<file path="config.mk">
export PLATFORM = sky130hd
export DESIGN_NAME = mf3_median
export DESIGN_NICKNAME = d
export VERILOG_FILES = /design/src/sv/mf3_pkg.sv /design/src/sv/mf3_median.sv
export SDC_FILE = /design/constraint.sdc
export NUM_CORES = 1
export LEC_CHECK = 0
export BUFFER_PORTS_ARGS = -buffer_cell sky130_fd_sc_hd__clkbuf_2
export CAP_MARGIN = 0
export CORE_UTILIZATION = 45
export CTS_BUF_LIST = sky130_fd_sc_hd__clkbuf_16
export DETAILED_ROUTE_END_ITERATION = 10
export GPL_ROUTABILITY_DRIVEN = 0
export PLACE_DENSITY = 0.59
export SLEW_MARGIN = 20
export SYNTH_ARGS = -nofsm -noshare
export SYNTH_HDL_FRONTEND = slang
export SYNTH_SLANG_ARGS = --single-unit
</file>
<file path="constraint.sdc">
create_clock -name aclk -period 28.9 [get_ports aclk]
set_input_delay 2.89 -clock aclk [delete_from_list [all_inputs] [get_ports aclk]]
set_output_delay 2.89 -clock aclk [all_outputs]
set_load 0.005 [all_outputs]
</file>
<file path="src/sv/mf3_pkg.sv">
package mf3_pkg;

    localparam int PIX_W     = 8;
    localparam int FW_W      = 11;
    localparam int FH_W      = 16;
    localparam int CFG_W     = 16;
    localparam int CFG_IDX_W = 2;
    localparam int WIN_N     = 9;

    // Configuration register indexes.
    localparam logic [CFG_IDX_W-1:0] REG_FRAME_WIDTH  = 2'd0;
    localparam logic [CFG_IDX_W-1:0] REG_FRAME_HEIGHT = 2'd1;

    // Smallest legal frame dimension and the first column/row with a full window.
    localparam int MIN_DIM  = 3;
    localparam int WIN_EDGE = 2;

    typedef logic [PIX_W-1:0] pix_t;
    typedef pix_t [WIN_N-1:0] win_t;

    typedef struct packed {
        pix_t lo;
        pix_t mid;
        pix_t hi;
    } sort3_t;

    function automatic pix_t min2(input pix_t a, input pix_t b);
        return (a < b) ? a : b;
    endfunction

    function automatic pix_t max2(input pix_t a, input pix_t b);
        return (a < b) ? b : a;
    endfunction

    function automatic sort3_t sort3(input pix_t a, input pix_t b, input pix_t c);
        pix_t   lo1;
        pix_t   hi1;
        pix_t   t;
        sort3_t s;
        lo1   = min2(a, b);
        hi1   = max2(a, b);
        s.hi  = max2(hi1, c);
        t     = min2(hi1, c);
        s.lo  = min2(lo1, t);
        s.mid = max2(lo1, t);
        return s;
    endfunction

    function automatic pix_t med3(input pix_t a, input pix_t b, input pix_t c);
        return max2(min2(a, b), min2(max2(a, b), c));
    endfunction

endpackage

</file>
<file path="src/sv/mf3_median.sv">
module mf3_median
    import mf3_pkg::*;
#(
    parameter int META_W = 27
) (
    input  logic              aclk,
    input  logic              aresetn,
    input  logic              in_valid,
    output logic              in_ready,
    input  win_t              in_win,
    input  logic [META_W-1:0] in_meta,
    output logic              out_valid,
    input  logic              out_ready,
    output pix_t              out_median,
    output logic [META_W-1:0] out_meta
);

    // Median of nine: sort each row of three, then take the largest low,
    // the median of the middles and the smallest high, and finally the
    // median of those three values.
    logic              v1_reg, v2_reg, v3_reg, v4_reg;
    logic              rdy1, rdy2, rdy3, rdy4;
    win_t              win1_reg;
    sort3_t [2:0]      rows2_reg;
    pix_t   [2:0]      cand3_reg;
    pix_t              med4_reg;
    logic [META_W-1:0] meta1_reg, meta2_reg, meta3_reg, meta4_reg;
    sort3_t [2:0]      rows2_next;

    assign rdy4     = !v4_reg || out_ready;
    assign rdy3     = !v3_reg || rdy4;
    assign rdy2     = !v2_reg || rdy3;
    assign rdy1     = !v1_reg || rdy2;
    assign in_ready = rdy1;

    always_comb begin
        for (int k = 0; k < 3; k++) begin
            rows2_next[k] = sort3(win1_reg[3*k], win1_reg[3*k+1], win1_reg[3*k+2]);
        end
    end

    always_ff @(posedge aclk) begin
        if (!aresetn) begin
            v1_reg <= 1'b0;
            v2_reg <= 1'b0;
            v3_reg <= 1'b0;
            v4_reg <= 1'b0;
        end else begin
            if (rdy1) v1_reg <= in_valid;
            if (rdy2) v2_reg <= v1_reg;
            if (rdy3) v3_reg <= v2_reg;
            if (rdy4) v4_reg <= v3_reg;
        end
    end

    always_ff @(posedge aclk) begin
        if (rdy1 && in_valid) begin
            win1_reg  <= in_win;
            meta1_reg <= in_meta;
        end
        if (rdy2 && v1_reg) begin
            rows2_reg <= rows2_next;
            meta2_reg <= meta1_reg;
        end
        if (rdy3 && v2_reg) begin
            cand3_reg[0] <= max2(max2(rows2_reg[0].lo, rows2_reg[1].lo), rows2_reg[2].lo);
            cand3_reg[1] <= med3(rows2_reg[0].mid, rows2_reg[1].mid, rows2_reg[2].mid);
            cand3_reg[2] <= min2(min2(rows2_reg[0].hi, rows2_reg[1].hi), rows2_reg[2].hi);
            meta3_reg    <= meta2_reg;
        end
        if (rdy4 && v3_reg) begin
            med4_reg  <= med3(cand3_reg[0], cand3_reg[1], cand3_reg[2]);
            meta4_reg <= meta3_reg;
        end
    end

    assign out_valid  = v4_reg;
    assign out_median = med4_reg;
    assign out_meta   = meta4_reg;

endmodule

</file>
==> run summary <==
The number of pins exceeding their max-slew limit in the final report is 0. The total clock buffers created by CTS came out at 31. The endpoint arrival time on the critical path came out at 7.26 ns. The number of standard cells after synthesis is around 1200. The final setup violation count is 0. For this run, asynchronously set or reset flops after synthesis account for 0. The start point of the critical path is cand3_reg[6]$_DFFE_PP_. The overall fraction of global-route tracks in use is 0.175.

The final-report hold violation count came out at 0. The number of search-and-repair iterations in the first detailed-routing pass came out at 5. The die is 186 µm tall. The worst register-to-register path begins at cand3_reg[6]$_DFFE_PP_. For this run, global-route usage on met1 was measured as 0.241. The final antenna-violating net count came out at 0. The total number of vias is approximately 9700. The clock-pin slew reported for the worst setup and hold paths after clock tree synthesis is roughly 0.060 ns. The share of post-route cells with drive strength above 1 is 0.202.

The width of the chip is 186 µm. The met3 track demand over resource is 0.0252. The maximum fanout along the worst path came out at 24. The number of global-route vias before repair is just over 9000.

The static leakage power came out at between 7 and 8 nW. The number of unique standard cell types used by synthesis came out at 70. For the pin with the worst max-slew slack, the measured transition is 1.12 ns. The post-synthesis cell area came out at 15300 µm². Setup repair after global routing left no endpoint under its margin. Dividing the detail-routed wire length by the instance count gives 16.2 µm. The number of synthesized register bits is between 200 and 300.

In this run the number of H-tree levels came out at 1. The number of hold buffers added after CTS was 0. The final global-route overflow total came out at 0. The time the worst path needs with I/O delays and setup is 6.94 ns. The post-route total power came out at between 1 and 1.5 mW.

The TritonCTS clock tree is built. The initial utilization of the core area, before any placement, comes to 0.457. The core region is around 34000 µm². For this run, global-route usage on met2 was measured as 0.295. The final worst-path cycle share came out at 0.240.

The number of diodes is 0. The number of antenna violations at the first check in global routing is 0. The worst min-delay path class is register to register. The worst setup path is captured at a register. The maximum resistive drop on vdd came out at 0.0000784 V. The sum of buffers and inverters on the critical path is 0. The Yosys step of the flow raised 0 warnings.

The predominant post-synthesis flop cell is edfxtp_1. The count of clock tree sinks is ~290. The power per unit of standard cell area came out at between 70 and 80 nW/µm². The highest cell delay on the worst timing path came out at slightly below 0.9 ns. The accumulated negative setup slack is 0 ns.

The cell that appears most often on the critical path is ha_1. The clock tree root driver cell is clkbuf_16. The share of the Yosys chip area taken by registers is 0.562. The average vias per placed instance is about 5.2.

The maximum clock frequency came out at between 100 and 150 MHz. The pin count of the biggest net entering global routing is 77. The net count reported at finish is around 1600.

For the worst-skew pair, the clock arrives at the later sink with an insertion delay of 0.58 ns. In the routed design, unresolved DRC markers number 0. The signal on the critical path passes through ha_1 > and2_1 > a221oi_1 > o21bai_1 > nor2_2 > mux2_2 > ha_1 > a211oi_1 > a221o_1 > a22oi_1 > mux2i_1 > ha_1 > a21o_1 > a21oi_1 > nor2_1 > a211oi_1 > nand2_1 > nor4_1 > nor4b_1.

The post-DP HPWL came out at between 20000 and 25000 µm. On the final layout, the worst clock skew is 0.0164 ns. The largest delay contributor family on the critical path is compound AO/OA/AOI/OAI gates. The count of instances resized after the clock tree is built came out at 0. The total of fill cells in the finished design came out at 2898. The flow ran to the end, and the final reports show no timing, DRC or antenna violations. The mean post-synth cell area came out at 12.4 µm². The first global-routing pass estimated roughly 49000 µm of wire. Summed over all layers, the routed wires come to 30200 µm. The number of DRC markers in iteration 0 came out at ~490. STA classifies the critical path startpoint as a register. Counting flops with a built-in enable in the synthesized netlist gives 284. The maximum number of buffers from clock root to sink came out at 3. The count of max-cap constraint violations came out at 0. The number of setup buffers added after CTS is 0. The number of rows in the core area came out at 67.

The required time at the worst-slack endpoint came out at ~30 ns. The die outline area is ~35000 µm². The net count after synthesis is about 1500. The worst setup path is of the register to register kind.

The synthesis-to-finish area growth is 15.3%. The headroom to the max-slew limit is 0.250. After global routing, the most crowded layer is met2. For flop-to-flop paths, the worst setup slack is approximately 22 ns. The beginning of the worst hold path is meta2_reg[17]$_DFFE_PP_. For this design the top-level I/O count stands at 140.

The number of buffers added on ports is 139. Among all stages on the critical path, the largest delay is contributed by a22oi_1.
## metrics by stage
| step | std cells | cell area (µm²) | hold slack (ns) | utilization | setup slack, ns |
|---|---|---|---|---|---|
| detailed placement | 1803 | 16600 | 0.405 | 0.494 | 21.95 |
| global placement | 1803 | 16600 | 0.400 | 0.494 | 21.99 |
| finish | 1861 | 17700 | 0.415 | 0.527 | 21.96 |
| CTS | 1860 | 17600 | 0.414 | 0.525 | 21.95 |
| global route | 1861 | 17700 | 0.419 | 0.527 | 21.49 |
| floorplan | 1231 | 15300 | 0.400 | - | 17.84 |
## cell type report
cell class | instances | area, µm² | share of cell area
Multi-Input combinational cell | 772 | 6100 | 0.345
Inverter | 147 | 552 | 0.0313
Timing Repair Buffer | 149 | 791 | 0.0448
Tap cell | 448 | 561 | 0.0317
Clock buffer | 31 | 776 | 0.0439
Sequential cell | 288 | 8610 | 0.488
Clock inverter | 26 | 274 | 0.0155
## synthesized netlist by cell type (16+ instances only)
| cell type | number | area [µm²] |
|---|---|---|
| mux2_2 | 61 | 687 |
| nand3_1 | 17 | 85.1 |
| ha_1 | 133 | 1660 |
| o21ai_0 | 65 | 325 |
| nand2_1 | 66 | 248 |
| a21oi_1 | 95 | 475 |
| a21o_1 | 16 | 120 |
| nor2_1 | 65 | 244 |
| nor2b_1 | 16 | 100 |
| edfxtp_1 | 284 | 8530 |
| inv_1 | 147 | 552 |
| clkbuf_1 | 16 | 60.1 |
| mux2i_1 | 93 | 931 |
## layout by cell type (no fill, tap or decap), types with 9 or more instances in the layout
cell       synthesis  routed
o21ai_0           65      65
inv_1            147     150
mux2_2            61      61
clkbuf_2           0     139
nor2b_1           16      14
nor2_1            65      65
ha_1             133     133
edfxtp_1         284     284
nand2b_1          13      13
nand2_1           66      66
nand3_1           17      17
clkbuf_16          0      31
buf_4              2       9
mux2i_1           93      93
a21oi_1           95      94
nor3_1            12      12
a21o_1            16      16
nand4_1           13      13
o21a_1             9       9
## final timing paths
path,cells after the start,end
worst min register to register,0,meta3_reg[17]$_DFFE_PP_
worst max-delay path,19,out_median[0]$_DFFE_PP_
worst min-delay path,0,meta3_reg[17]$_DFFE_PP_
worst max register to register,19,out_median[0]$_DFFE_PP_
## cells by family after synthesis
logic type                 share of synthesized area
buffers and inverters                         0.0432
and+or+nand+nor                               0.0775
muxes                                          0.107
AOI/OAI and AO/OA                              0.101
adders and majority gates                      0.109
DFF                                            0.562
## worst register-to-register path, cell delays in order (launching register included)
cell,delay (ns)
edfxtp_1,0.42
ha_1,0.33
and2_1,0.17
a221oi_1,0.61
o21bai_1,0.20
nor2_2,0.74
mux2_2,0.44
ha_1,0.29
a211oi_1,0.10
a221o_1,0.39
a22oi_1,0.89
mux2i_1,0.40
ha_1,0.31
a21o_1,0.18
a21oi_1,0.15
nor2_1,0.05
a211oi_1,0.26
nand2_1,0.34
nor4_1,0.29
nor4b_1,0.11
## where the power goes
| part | switching, mW | internal [mW] |
|---|---|---|
| Clock | 0.162 | 0.240 |
| Combinational | 0.259 | 0.189 |
| Sequential | 0.0213 | 0.518 |
| Total | 0.442 | 0.947 |
## per-layer routing
metal / vias to the layer above / part of all wire
met2: 162 / 0.48
li1: 4876 / -
met5: - / 0
met4: 0 / 0.017
met1: 4580 / 0.47
met3: 41 / 0.036
No activity file was read; power rests on OpenSTA's default activity.
